<file path="config.mk">
export PLATFORM = sky130hd
export DESIGN_NAME = square_wave_tone_generator
export DESIGN_NICKNAME = d
export VERILOG_FILES = /design/src/hw/rtl/swtg_pkg.sv /design/src/hw/rtl/square_wave_tone_generator.sv /design/src/hw/rtl/swtg_div.sv /design/src/hw/rtl/swtg_tone.sv
export SDC_FILE = /design/constraint.sdc
export NUM_CORES = 1
export LEC_CHECK = 0
export BUFFER_PORTS_ARGS = -buffer_cell sky130_fd_sc_hd__buf_2
export CAP_MARGIN = 0
export CORE_ASPECT_RATIO = 1.1
export CORE_MARGIN = 1.5
export CORE_UTILIZATION = 51
export DETAILED_ROUTE_END_ITERATION = 10
export GPL_ROUTABILITY_DRIVEN = 0
export GPL_TIMING_DRIVEN = 0
export MAX_ROUTING_LAYER = met4
export PLACE_DENSITY = 0.69
export SLEW_MARGIN = 0
export SYNTH_ARGS = -nofsm -noshare
export SYNTH_HDL_FRONTEND = slang
export SYNTH_SLANG_ARGS = --single-unit
</file>
<file path="constraint.sdc">
create_clock -name clk_i -period 6.75 [get_ports clk_i]
set_clock_uncertainty 0.05 [all_clocks]
set_input_delay 0.675 -clock clk_i [delete_from_list [all_inputs] [get_ports clk_i]]
set_output_delay 0.675 -clock clk_i [all_outputs]
set_load 0.005 [all_outputs]
</file>
<file path="src/hw/rtl/swtg_pkg.sv">
// Shared constants and prescaler helpers for the square-wave tone generator.
package swtg_pkg;

  localparam int unsigned DIVN_W   = 26;  // dividend width: duration_ms * 1000
  localparam int unsigned DIVD_W   = 17;  // divisor width: twice the half-period
  localparam int unsigned DCNT_W   = 5;   // divider step counter
  localparam int unsigned PROD_W   = 24;  // clocks_per_us * half-period
  localparam int unsigned PCNT_W   = 10;  // prescaler counter
  localparam int unsigned PDIV_W   = 11;  // prescaler divide value, up to 1024
  localparam int unsigned SEL_W    = 3;
  localparam int unsigned HALF_W   = 16;
  localparam int unsigned LOOPS_W  = 16;

  localparam logic [DIVN_W-1:0] HALF_SEC_US = DIVN_W'(500000);
  localparam logic [9:0]        MS_TO_US    = 10'd1000;

  localparam logic [HALF_W-1:0] THR_1024 = 16'd4000;
  localparam logic [HALF_W-1:0] THR_256  = 16'd2000;
  localparam logic [HALF_W-1:0] THR_128  = 16'd1000;
  localparam logic [HALF_W-1:0] THR_64   = 16'd500;
  localparam logic [HALF_W-1:0] THR_32   = 16'd125;

  localparam logic [SEL_W-1:0] SEL_8    = 3'd0;
  localparam logic [SEL_W-1:0] SEL_32   = 3'd1;
  localparam logic [SEL_W-1:0] SEL_64   = 3'd2;
  localparam logic [SEL_W-1:0] SEL_128  = 3'd3;
  localparam logic [SEL_W-1:0] SEL_256  = 3'd4;
  localparam logic [SEL_W-1:0] SEL_1024 = 3'd5;

  localparam logic CMD_TICK  = 1'b0;
  localparam logic CMD_START = 1'b1;

  function automatic logic [SEL_W-1:0] presc_sel(input logic [HALF_W-1:0] d);
    logic [SEL_W-1:0] s;
    if (d > THR_1024)     s = SEL_1024;
    else if (d > THR_256) s = SEL_256;
    else if (d > THR_128) s = SEL_128;
    else if (d > THR_64)  s = SEL_64;
    else if (d > THR_32)  s = SEL_32;
    else                  s = SEL_8;
    return s;
  endfunction

  function automatic logic [3:0] presc_shift(input logic [SEL_W-1:0] s);
    logic [3:0] r;
    case (s)
      SEL_8:   r = 4'd3;
      SEL_32:  r = 4'd5;
      SEL_64:  r = 4'd6;
      SEL_128: r = 4'd7;
      SEL_256: r = 4'd8;
      default: r = 4'd10;
    endcase
    return r;
  endfunction

  function automatic logic [PDIV_W-1:0] presc_div(input logic [SEL_W-1:0] s);
    logic [PDIV_W-1:0] r;
    case (s)
      SEL_8:   r = 11'd8;
      SEL_32:  r = 11'd32;
      SEL_64:  r = 11'd64;
      SEL_128: r = 11'd128;
      SEL_256: r = 11'd256;
      default: r = 11'd1024;
    endcase
    return r;
  endfunction

endpackage

</file>
<file path="src/hw/rtl/square_wave_tone_generator.sv">
// Top level: command sequencer, config register and result register.
// Tick transaction: result in the next cycle, one tick per cycle while not stalled.
// Start transaction: one or two 26-step passes of the shared divider, the second
// skipped for a zero half-period, then any tone load; input is stalled meanwhile.
// Ignored starts answer like ticks.
// Reset (async, active low) idles the tone, clears tone pin, sets clocks_per_us to 16.
module square_wave_tone_generator #(
  parameter int unsigned COUNTER_BITS = 8
) (
  input  logic        clk_i,
  input  logic        rst_ni,
  input  logic        in_valid_i,
  output logic        in_stall_o,
  input  logic        cmd_i,
  input  logic [15:0] frequency_hz_i,
  input  logic [15:0] duration_ms_i,
  output logic        out_valid_o,
  input  logic        out_stall_i,
  output logic        buzzer_level_o,
  output logic        drive_enable_o,
  output logic        busy_res_o,
  input  logic        psel,
  input  logic        penable,
  input  logic        pwrite,
  input  logic [2:0]  paddr,
  input  logic [31:0] pwdata,
  output logic [31:0] prdata,
  output logic        pready
);
  import swtg_pkg::*;

  localparam logic [2:0] S_IDLE = 3'd0;
  localparam logic [2:0] S_DIV1 = 3'd1;
  localparam logic [2:0] S_DIV2 = 3'd2;
  localparam logic [2:0] S_LOAD = 3'd3;
  localparam logic [2:0] S_EMIT = 3'd4;

  localparam logic [PROD_W-1:0] TMAX = PROD_W'((64'd1 << COUNTER_BITS) - 64'd1);

  logic [2:0]              state_q, state_d;
  logic [7:0]              cpu_q;
  logic [15:0]             dur_q;
  logic [HALF_W-1:0]       half_q;
  logic [LOOPS_W-1:0]      loops_q;
  logic [PROD_W-1:0]       prod_q;
  logic                    ov_q, ov_d;
  logic                    pin_out_q, play_out_q;

  logic                    in_acc, out_free, real_start, cfg_wr;
  logic                    div_go, div_done;
  logic [DIVN_W-1:0]       div_dvd, div_quot;
  logic [DIVD_W-1:0]       div_dsr;
  logic                    tone_tick, tone_load, playing;
  logic                    pin_next, play_next;
  logic [PROD_W-1:0]       shifted;
  logic [COUNTER_BITS-1:0] ticks;
  logic [SEL_W-1:0]        sel;
  logic                    emit;

  assign pready  = 1'b1;
  assign cfg_wr  = psel && penable && pwrite && (paddr[2] == 1'b0);
  assign prdata  = (paddr[2] == 1'b0) ? {24'd0, cpu_q} : 32'd0;

  assign out_free   = !ov_q || !out_stall_i;
  assign in_stall_o = (state_q != S_IDLE) || !out_free;
  assign in_acc     = in_valid_i && !in_stall_o;
  assign real_start = (cmd_i == CMD_START) && (frequency_hz_i != 16'd0) && !playing;
  assign tone_tick  = in_acc && (cmd_i == CMD_TICK);

  assign sel     = presc_sel(half_q);
  assign shifted = prod_q >> presc_shift(sel);
  assign ticks   = (shifted > TMAX) ? COUNTER_BITS'(TMAX) : shifted[COUNTER_BITS-1:0];

  always_comb begin
    state_d   = state_q;
    div_go    = 1'b0;
    div_dvd   = HALF_SEC_US;
    div_dsr   = {1'b0, frequency_hz_i};
    tone_load = 1'b0;
    emit      = 1'b0;
    case (state_q)
      S_IDLE: begin
        if (in_acc) begin
          if (real_start) begin
            div_go  = 1'b1;
            state_d = S_DIV1;
          end else begin
            emit = 1'b1;
          end
        end
      end
      S_DIV1: begin
        if (div_done) begin
          if (div_quot[HALF_W-1:0] == '0) begin
            state_d = S_EMIT;
          end else begin
            div_go  = 1'b1;
            div_dvd = DIVN_W'(dur_q) * DIVN_W'(MS_TO_US);
            div_dsr = {div_quot[HALF_W-1:0], 1'b0};
            state_d = S_DIV2;
          end
        end
      end
      S_DIV2: begin
        if (div_done) begin
          state_d = (div_quot[LOOPS_W-1:0] == '0) ? S_EMIT : S_LOAD;
        end
      end
      S_LOAD: begin
        tone_load = 1'b1;
        state_d   = S_EMIT;
      end
      S_EMIT: begin
        if (out_free) begin
          emit    = 1'b1;
          state_d = S_IDLE;
        end
      end
      default: state_d = S_IDLE;
    endcase
  end

  always_comb begin
    ov_d = ov_q;
    if (emit) begin
      ov_d = 1'b1;
    end else if (!out_stall_i) begin
      ov_d = 1'b0;
    end
  end

  always_ff @(posedge clk_i or negedge rst_ni) begin
    if (!rst_ni) begin
      state_q <= S_IDLE;
      ov_q    <= 1'b0;
      cpu_q   <= 8'd16;
    end else begin
      state_q <= state_d;
      ov_q    <= ov_d;
      if (cfg_wr) begin
        cpu_q <= pwdata[7:0];
      end
    end
  end

  always_ff @(posedge clk_i) begin
    if (emit) begin
      pin_out_q  <= pin_next;
      play_out_q <= play_next;
    end
    if (state_q == S_IDLE && in_acc) begin
      dur_q <= duration_ms_i;
    end
    if (state_q == S_DIV1 && div_done) begin
      half_q <= div_quot[HALF_W-1:0];
    end
    if (state_q == S_DIV2 && div_done) begin
      loops_q <= div_quot[LOOPS_W-1:0];
      prod_q  <= PROD_W'(cpu_q) * PROD_W'(half_q);
    end
  end

  swtg_div u_div (
    .clk_i      (clk_i),
    .rst_ni     (rst_ni),
    .start_i    (div_go),
    .dividend_i (div_dvd),
    .divisor_i  (div_dsr),
    .done_o     (div_done),
    .quotient_o (div_quot)
  );

  swtg_tone #(
    .COUNTER_BITS (COUNTER_BITS)
  ) u_tone (
    .clk_i          (clk_i),
    .rst_ni         (rst_ni),
    .tick_i         (tone_tick),
    .load_i         (tone_load),
    .half_ticks_i   (ticks),
    .sel_i          (sel),
    .loops_i        (loops_q),
    .playing_o      (playing),
    .pin_next_o     (pin_next),
    .playing_next_o (play_next)
  );

  assign out_valid_o    = ov_q;
  assign buzzer_level_o = pin_out_q;
  assign drive_enable_o = play_out_q;
  assign busy_res_o     = play_out_q;

endmodule

</file>
<file path="src/hw/rtl/swtg_div.sv">
// Iterative restoring divider, one quotient bit per cycle.
module swtg_div (
  input  logic                          clk_i,
  input  logic                          rst_ni,
  input  logic                          start_i,
  input  logic [swtg_pkg::DIVN_W-1:0]   dividend_i,
  input  logic [swtg_pkg::DIVD_W-1:0]   divisor_i,
  output logic                          done_o,
  output logic [swtg_pkg::DIVN_W-1:0]   quotient_o
);
  import swtg_pkg::*;

  localparam logic [DCNT_W-1:0] LAST = DCNT_W'(DIVN_W - 1);

  logic                busy_q, busy_d;
  logic                done_q, done_d;
  logic [DCNT_W-1:0]   cnt_q, cnt_d;
  logic [DIVN_W-1:0]   qd_q, qd_d;
  logic [DIVD_W-1:0]   rem_q, rem_d;
  logic [DIVD_W-1:0]   dsr_q, dsr_d;
  logic [DIVD_W:0]     rem_sh;
  logic [DIVD_W+1:0]   diff;
  logic                ge;

  assign rem_sh = {rem_q, qd_q[DIVN_W-1]};
  assign diff   = {1'b0, rem_sh} - {2'b00, dsr_q};
  assign ge     = ~diff[DIVD_W+1];

  always_comb begin
    busy_d = busy_q;
    done_d = 1'b0;
    cnt_d  = cnt_q;
    qd_d   = qd_q;
    rem_d  = rem_q;
    dsr_d  = dsr_q;
    if (start_i) begin
      busy_d = 1'b1;
      cnt_d  = '0;
      qd_d   = dividend_i;
      rem_d  = '0;
      dsr_d  = divisor_i;
    end else if (busy_q) begin
      qd_d  = {qd_q[DIVN_W-2:0], ge};
      rem_d = ge ? diff[DIVD_W-1:0] : rem_sh[DIVD_W-1:0];
      cnt_d = cnt_q + 1'b1;
      if (cnt_q == LAST) begin
        busy_d = 1'b0;
        done_d = 1'b1;
      end
    end
  end

  always_ff @(posedge clk_i or negedge rst_ni) begin
    if (!rst_ni) begin
      busy_q <= 1'b0;
      done_q <= 1'b0;
      cnt_q  <= '0;
    end else begin
      busy_q <= busy_d;
      done_q <= done_d;
      cnt_q  <= cnt_d;
    end
  end

  always_ff @(posedge clk_i) begin
    qd_q  <= qd_d;
    rem_q <= rem_d;
    dsr_q <= dsr_d;
  end

  assign done_o     = done_q;
  assign quotient_o = qd_q;

endmodule

</file>
<file path="src/hw/rtl/swtg_tone.sv">
// Tone timer: prescaler, half-period timer, period counter and pin state.
module swtg_tone #(
  parameter int unsigned COUNTER_BITS = 8
) (
  input  logic                           clk_i,
  input  logic                           rst_ni,
  input  logic                           tick_i,
  input  logic                           load_i,
  input  logic [COUNTER_BITS-1:0]        half_ticks_i,
  input  logic [swtg_pkg::SEL_W-1:0]     sel_i,
  input  logic [swtg_pkg::LOOPS_W-1:0]   loops_i,
  output logic                           playing_o,
  output logic                           pin_next_o,
  output logic                           playing_next_o
);
  import swtg_pkg::*;

  logic [COUNTER_BITS-1:0] half_q, half_d;
  logic [SEL_W-1:0]        sel_q, sel_d;
  logic [PCNT_W-1:0]       pc_q, pc_d;
  logic [COUNTER_BITS-1:0] tc_q, tc_d;
  logic [LOOPS_W-1:0]      per_q, per_d;
  logic                    pin_q, pin_d;
  logic                    play_q, play_d;
  logic [PDIV_W-1:0]       pc_inc;

  assign pc_inc = {1'b0, pc_q} + 1'b1;

  always_comb begin
    half_d = half_q;
    sel_d  = sel_q;
    pc_d   = pc_q;
    tc_d   = tc_q;
    per_d  = per_q;
    pin_d  = pin_q;
    play_d = play_q;
    if (load_i) begin
      half_d = half_ticks_i;
      sel_d  = sel_i;
      pc_d   = '0;
      tc_d   = '0;
      per_d  = loops_i;
      pin_d  = 1'b1;
      play_d = 1'b1;
    end else if (tick_i && play_q) begin
      if (pc_inc >= presc_div(sel_q)) begin
        pc_d = '0;
        tc_d = tc_q + 1'b1;
      end else begin
        pc_d = pc_inc[PCNT_W-1:0];
      end
      if (tc_d >= half_q) begin
        tc_d = '0;
        if (pin_q) begin
          pin_d = 1'b0;
        end else begin
          per_d = per_q - 1'b1;
          if (per_d == '0) begin
            play_d = 1'b0;
            pc_d   = '0;
          end else begin
            pin_d = 1'b1;
          end
        end
      end
    end
  end

  always_ff @(posedge clk_i or negedge rst_ni) begin
    if (!rst_ni) begin
      half_q <= '0;
      sel_q  <= '0;
      pc_q   <= '0;
      tc_q   <= '0;
      per_q  <= '0;
      pin_q  <= 1'b0;
      play_q <= 1'b0;
    end else begin
      half_q <= half_d;
      sel_q  <= sel_d;
      pc_q   <= pc_d;
      tc_q   <= tc_d;
      per_q  <= per_d;
      pin_q  <= pin_d;
      play_q <= play_d;
    end
  end

  assign playing_o      = play_q;
  assign pin_next_o     = pin_d;
  assign playing_next_o = play_d;

endmodule

</file>
### Yosys cells after proc, flatten, opt, wreduce, memory -nomap -nowiden

Index checks and enable logic that the tools add are counted.

* register bits: 200
* input port bits: 75
* output and inout bits: 38
* logic and storage cells: 169

* add/sub/neg operators: 5
* multiply operators: 2
* $lt $le $gt $ge: 8
* eq/ne operators: 20
* shifts and indexed selects: 1
* muxes and demuxes: 74
* bitwise gates (word level): 5
* reductions and logical operators: 31

Operators by type and width (number)
* 26-bit two-way mux: 5
* 16-bit two-way mux: 7
* 8-bit two-way mux: 8
* 10-bit two-way mux: 6
* 11-bit case mux with 5 select lines: 1
* 16-bit zero test: 2
* 1-bit two-way mux: 27
* 3-bit two-way mux: 9
* 24-bit by 8-bit > comparator with 1-bit output (second input constant): 1
* 8-bit by 16-bit multiplier with 24-bit output: 1
* 24-bit by 4-bit right shift with 24-bit output: 1
* 16-bit by 7-bit multiplier with 23-bit output (second input constant): 1
* 11-bit two-way mux: 2
* 4-bit case mux with 5 select lines: 1
* 18-bit by 17-bit subtractor with 19-bit output: 1
* 3-bit by 2-bit == test with 1-bit output (second input constant): 6
* 17-bit two-way mux: 1
* 16-bit by 10-bit > comparator with 1-bit output (second input constant): 1
* 16-bit by 11-bit > comparator with 1-bit output (second input constant): 1
* 16-bit by 12-bit > comparator with 1-bit output (second input constant): 1
* 16-bit by 7-bit > comparator with 1-bit output (second input constant): 1
* 16-bit by 9-bit > comparator with 1-bit output (second input constant): 1
* 16-bit nonzero test: 1
* 16-bit by 1-bit subtractor with 16-bit output (second input constant): 1
* 24 further kinds: 59

### Depth between registers and ports, before layout

* depth after elaboration: 18
* depth in mapped cells: 22
* depth with buffers taken out: 20

### Cells and area by module

Synthesis repeated with hierarchy kept, for this count alone.

* cell total of the unflattened synthesis: 1841
* area total of the unflattened synthesis: 17957.2 µm²

Modules (own cells, without submodules)
* square_wave_tone_generator: times used 1, cells each 1154, area an instance 11099.4 µm², sequential area each 2523.7 µm²
* swtg_div: times used 1, cells each 308, area an instance 3552.2 µm², sequential area each 1806.7 µm²
* swtg_tone: times used 1, cells each 379, area an instance 3305.7 µm², sequential area each 1176.1 µm²

### Least setup slack after synthesis

No wires, ideal clock.

* kind: reg2reg
* from: register half_q[4]
* to: register prod_q[23] (data pin)
* library setup time: 0.260 ns
* arrival: 4.834 ns
* required time: 6.440 ns
* path slack: 1.606 ns
* cell stages (with the launch flop): 18
* path buffers: 1
* period minus slack after synthesis: 5.144 ns
* cell sequence: edfxtp_1 > clkbuf_1 > nand2_1 > fa_1 > inv_1 > fa_1 > fa_1 > fa_1 > ha_1 > a21o_1 > a21oi_1 > nand2_1 > o21ai_0 > nand4b_1 > a31oi_1 > a41o_1 > o41a_1 > xnor2_1

* longest elaborated chain between the ends: 1

Ends and longest elaborated chain
* start, declared: RTL line square_wave_tone_generator.sv:43 `logic [HALF_W-1:0] half_q;`
* start signal, assigned: RTL line square_wave_tone_generator.sv:155 `half_q <= div_quot[HALF_W-1:0];`
* 8-bit by 16-bit multiplier with 24-bit output: RTL line square_wave_tone_generator.sv:159 `prod_q <= PROD_W'(cpu_q) * PROD_W'(half_q);`
* end signal, assigned: RTL line square_wave_tone_generator.sv:159
* end, declared: RTL line square_wave_tone_generator.sv:45 `logic [PROD_W-1:0] prod_q;`

No other way between the ends.
A chain may end at the register's enable or synchronous reset.

### Worst setup path in the final report

Ends and elaborated chain as after synthesis.

==> flow_metrics.py <==
metrics = {
    "die": {
        "dieArea_sq_um": 35200,
        "start_util": 0.521,
        "die_h_um": 197,
        "num_io_pins": 113,
        "num_rows": 70,
        "design.core.area_sq_um": 33400,
        "die_w_um": 179,
    },
    "routing": {
        "met1_length_mm": 16.7,
        "finalWirelength_mm": 39.4,
        "drt_pre_antenna_iters": 6,
        "drt_iter0_drc": 1064,
        "ant_nets": 0,
        "num_vias": 13300,
        "vias_per_cell": 5.66,
        "met3_length_mm": 2.02,
        "met2_length_mm": 19.9,
        "drc_errors": 0,
        "top_layer": "met4",
        "wl_per_cell_um": 16.8,
    },
    "power": {
        "switching_share": 0.425,
        "pwr-share-clk": 0.172,
        "combPwrFrac": 0.581,
        "vdd_drop_max_v": 0.000274,
        "power_density_nw_per_um2": 326,
        "leakagePower_nw": 8.43,
        "pwr-share-seq": 0.247,
        "switchingPower_mw": 2.63,
        "p_int_mw": 3.57,
        "finalPower_mw": 6.20,
    },
    "sta": {
        "slew_viol_final": 0,
        "hold_slack_ns": 0.347,
        "max_freq_ghz": 0.165,
        "fin_ws_ns": 0.690,
        "worst-slew-pin-transition_ns": 1.22,
        "min_period_ns": 6.06,
        "setup-violations-final": 0,
        "period_share": 0.898,
        "slew_headroom": 0.184,
        "rsz0062_at_grt": "false",
        "finalHoldViolCount": 0,
        "fin_tns_setup_ns": 0,
    },
    "clock_tree": {
        "htree_levels": 4,
        "cts_buffer_depth": 2,
        "clkTransAtPathRegs_ns": 0.08,
        "cts_resized": 0,
        "cts_tree": "yes",
        "insertion_delay_ns": 0.45,
        "cts_buffers": 17,
        "hold_buffers": 1,
        "clock_sinks": 197,
        "clock-root-buffer": "clkbuf_16",
        "cts_setup_buffers": 0,
    },
    "critical_path": {
        "reg2reg_from": "half_q[4]",
        "cp_slowest_cell": "fa_1",
        "required_ns": 6.89,
        "critPathMaxFanout": 10,
        "worstSetupPathType": "reg -> reg",
        "crit_path_start_kind": "flop",
        "crit_path_end_kind": "flop",
        "critPathTopFamily": "adder cells",
        "cp.arrival_ns": 6.20,
        "worst-path-buf-inv": 2,
        "slowest_delay_ns": 0.58,
        "crit_end": "prod_q[23]",
        "crit_top_cell": "fa_1",
        "reg2regPathDepth": 17,
        "cp-startpoint": "half_q[4]",
        "cp_num_cells": 17,
        "cp_cell_sequence": "clkbuf_1 > nand2_1 > fa_1 > inv_1 > fa_1 > fa_1 > fa_1 > ha_1 > a21o_1 > a21oi_1 > nand2_1 > o21ai_0 > nand4b_1 > a31oi_1 > a41o_1 > o41a_1 > xnor2_1",
        "timing.rr.end": "prod_q[23]",
        "r2r_slack_ns": 0.69,
    },
    "placement": {
        "dp_cells": 2313,
        "dp_slack_ns": 0.767,
        "dp_hpwl_mm": 30.4,
        "numPortBuffers": 61,
        "place_area_sq_um": 18400,
    },
    "synth": {
        "syn_avg_cell_area_sq_um": 9.68,
        "yosysWarnings": 0,
        "yosys_register_bits": 197,
        "seq_area_frac_synth": 0.312,
        "synthTopCellsByArea": "edfxtp_1, fa_1, ha_1, dfrtp_1, inv_1",
        "syn_inst": 1794,
        "synth_cell_types": 92,
        "synthesis.area_sq_um": 17400,
        "synthArstFlopShare": 0.335,
        "synth_edf_count": 114,
        "synth_ff_type": "edfxtp_1",
        "yosys.area.top_type": "edfxtp_1",
        "synth_top_area_frac": 0.197,
    },
    "worst_hold_path": {
        "hold_class": "in -> reg",
    },
    "finish": {
        "area_growth_pct": 9.38,
        "nets": 2249,
        "layout-drive-gt1-share": 0.101,
        "diodes": 0,
        "num-fill-cells": 2878,
        "fin_util": 0.569,
        "final_cells": 2347,
        "finalInstanceArea_sq_um": 19000,
        "final_common_cell": "inv_1",
        "final_cell_mix": "inv_1, nand2_1, fa_1",
    },
    "global_route": {
        "grt_usage": 0.247,
        "grt_pass1_wl_mm": 67.2,
        "grt_pass1_vias": 13600,
        "antenna_found_initial": 0,
        "grt_start_max_net_pins": 61,
        "grt_overflow": 0,
    },
    "status": {
        "status": "completed",
    },
    "job": {
        "maxCapViolCount": 0,
    },
}
## worst min path at each step
stage / startpoint / endpoint / slack, ns / cells after the start
finish: duration_ms_i[12] / dur_q[12] / 0.35 / 1
global route: duration_ms_i[12] / dur_q[12] / 0.32 / 1
CTS: duration_ms_i[6] / dur_q[6] / 0.33 / 1
detailed placement: loops_q[1] / u_tone.per_q[1] / 0.39 / 2
global placement: loops_q[8] / u_tone.per_q[8] / 0.38 / 2
floorplan: rst_ni / cpu_q[0] / 0.33 / 0
## area by class of cell
type | instances | area [sq um] | share of cell area
plain buffers | 90 | 469 | 0.0247
inverters | 219 | 822 | 0.0433
flip-flops and latches | 197 | 5420 | 0.285
clock inverters | 14 | 186 | 0.00981
multi-input cells | 1311 | 10800 | 0.566
well taps | 432 | 541 | 0.0284
repair buffers | 66 | 383 | 0.0201
clock buffers | 18 | 429 | 0.0226
## synth_stat cells (all sizes together) (8+ instances only)
cell type and n:
a31oi 13, nor2 85, nand4 20, nor3 31, nor4 18, nor2b 16, a21oi 82, inv 219
nand2b 17, xnor2 45, dfrtp 65, mux2 19, edfxtp 114, fa 139, nand3 35, ha 133
mux2i 31, and3 13, a211oi 12, buf 41, nand3b 8, dfxtp 17, o21ai 88, o21a 18
o22ai 8, xor2 31, and2 77, o31ai 11, clkbuf 49, or3 13, nand2 208, a21o 10
## layer usage
metal,vias to the layer above,track usage
met3,68,0.0326
li1,6319,-
met1,6460,0.309
met2,428,0.417
met5,-,-
met4,0,0.0725
## power by group through the flow
stage	logic [mW]	clock network (mW)	registers, mW
4_1_cts	3.63	1.09	1.53
3_5_place_dp	3.61	0	1.56
5_1_grt	4.19	1.13	1.54
2_1_floorplan	2.86	0	1.53
3_3_place_gp	3.52	0	1.56
6_report	3.60	1.06	1.53
## sequential cells by signal, summed over array words and instances, names as in the netlist, 3 cells and up
| name | flops |
|---|---|
| u_tone.tc_q | 8 |
| dur_q | 16 |
| state_q | 3 |
| u_tone.pc_q | 10 |
| u_div.dsr_q | 17 |
| cpu_q | 8 |
| u_tone.per_q | 16 |
| u_tone.half_q | 8 |
| loops_q | 16 |
| half_q | 16 |
| u_div.cnt_q | 5 |
| u_tone.sel_q | 3 |
| u_div.quotient_o | 26 |
| u_div.rem_q | 17 |
| prod_q | 21 |
## cell families after synthesis
logic type,count (synthesis),synth area share
compound gates,324,0.125
mux,51,0.0315
flops,197,0.312
other cells,2,0.000432
xor+xnor,76,0.0383
simple gates,563,0.162
fa+ha+maj,272,0.256
buf+inv,309,0.0743
(Power assumes the default switching activity.)
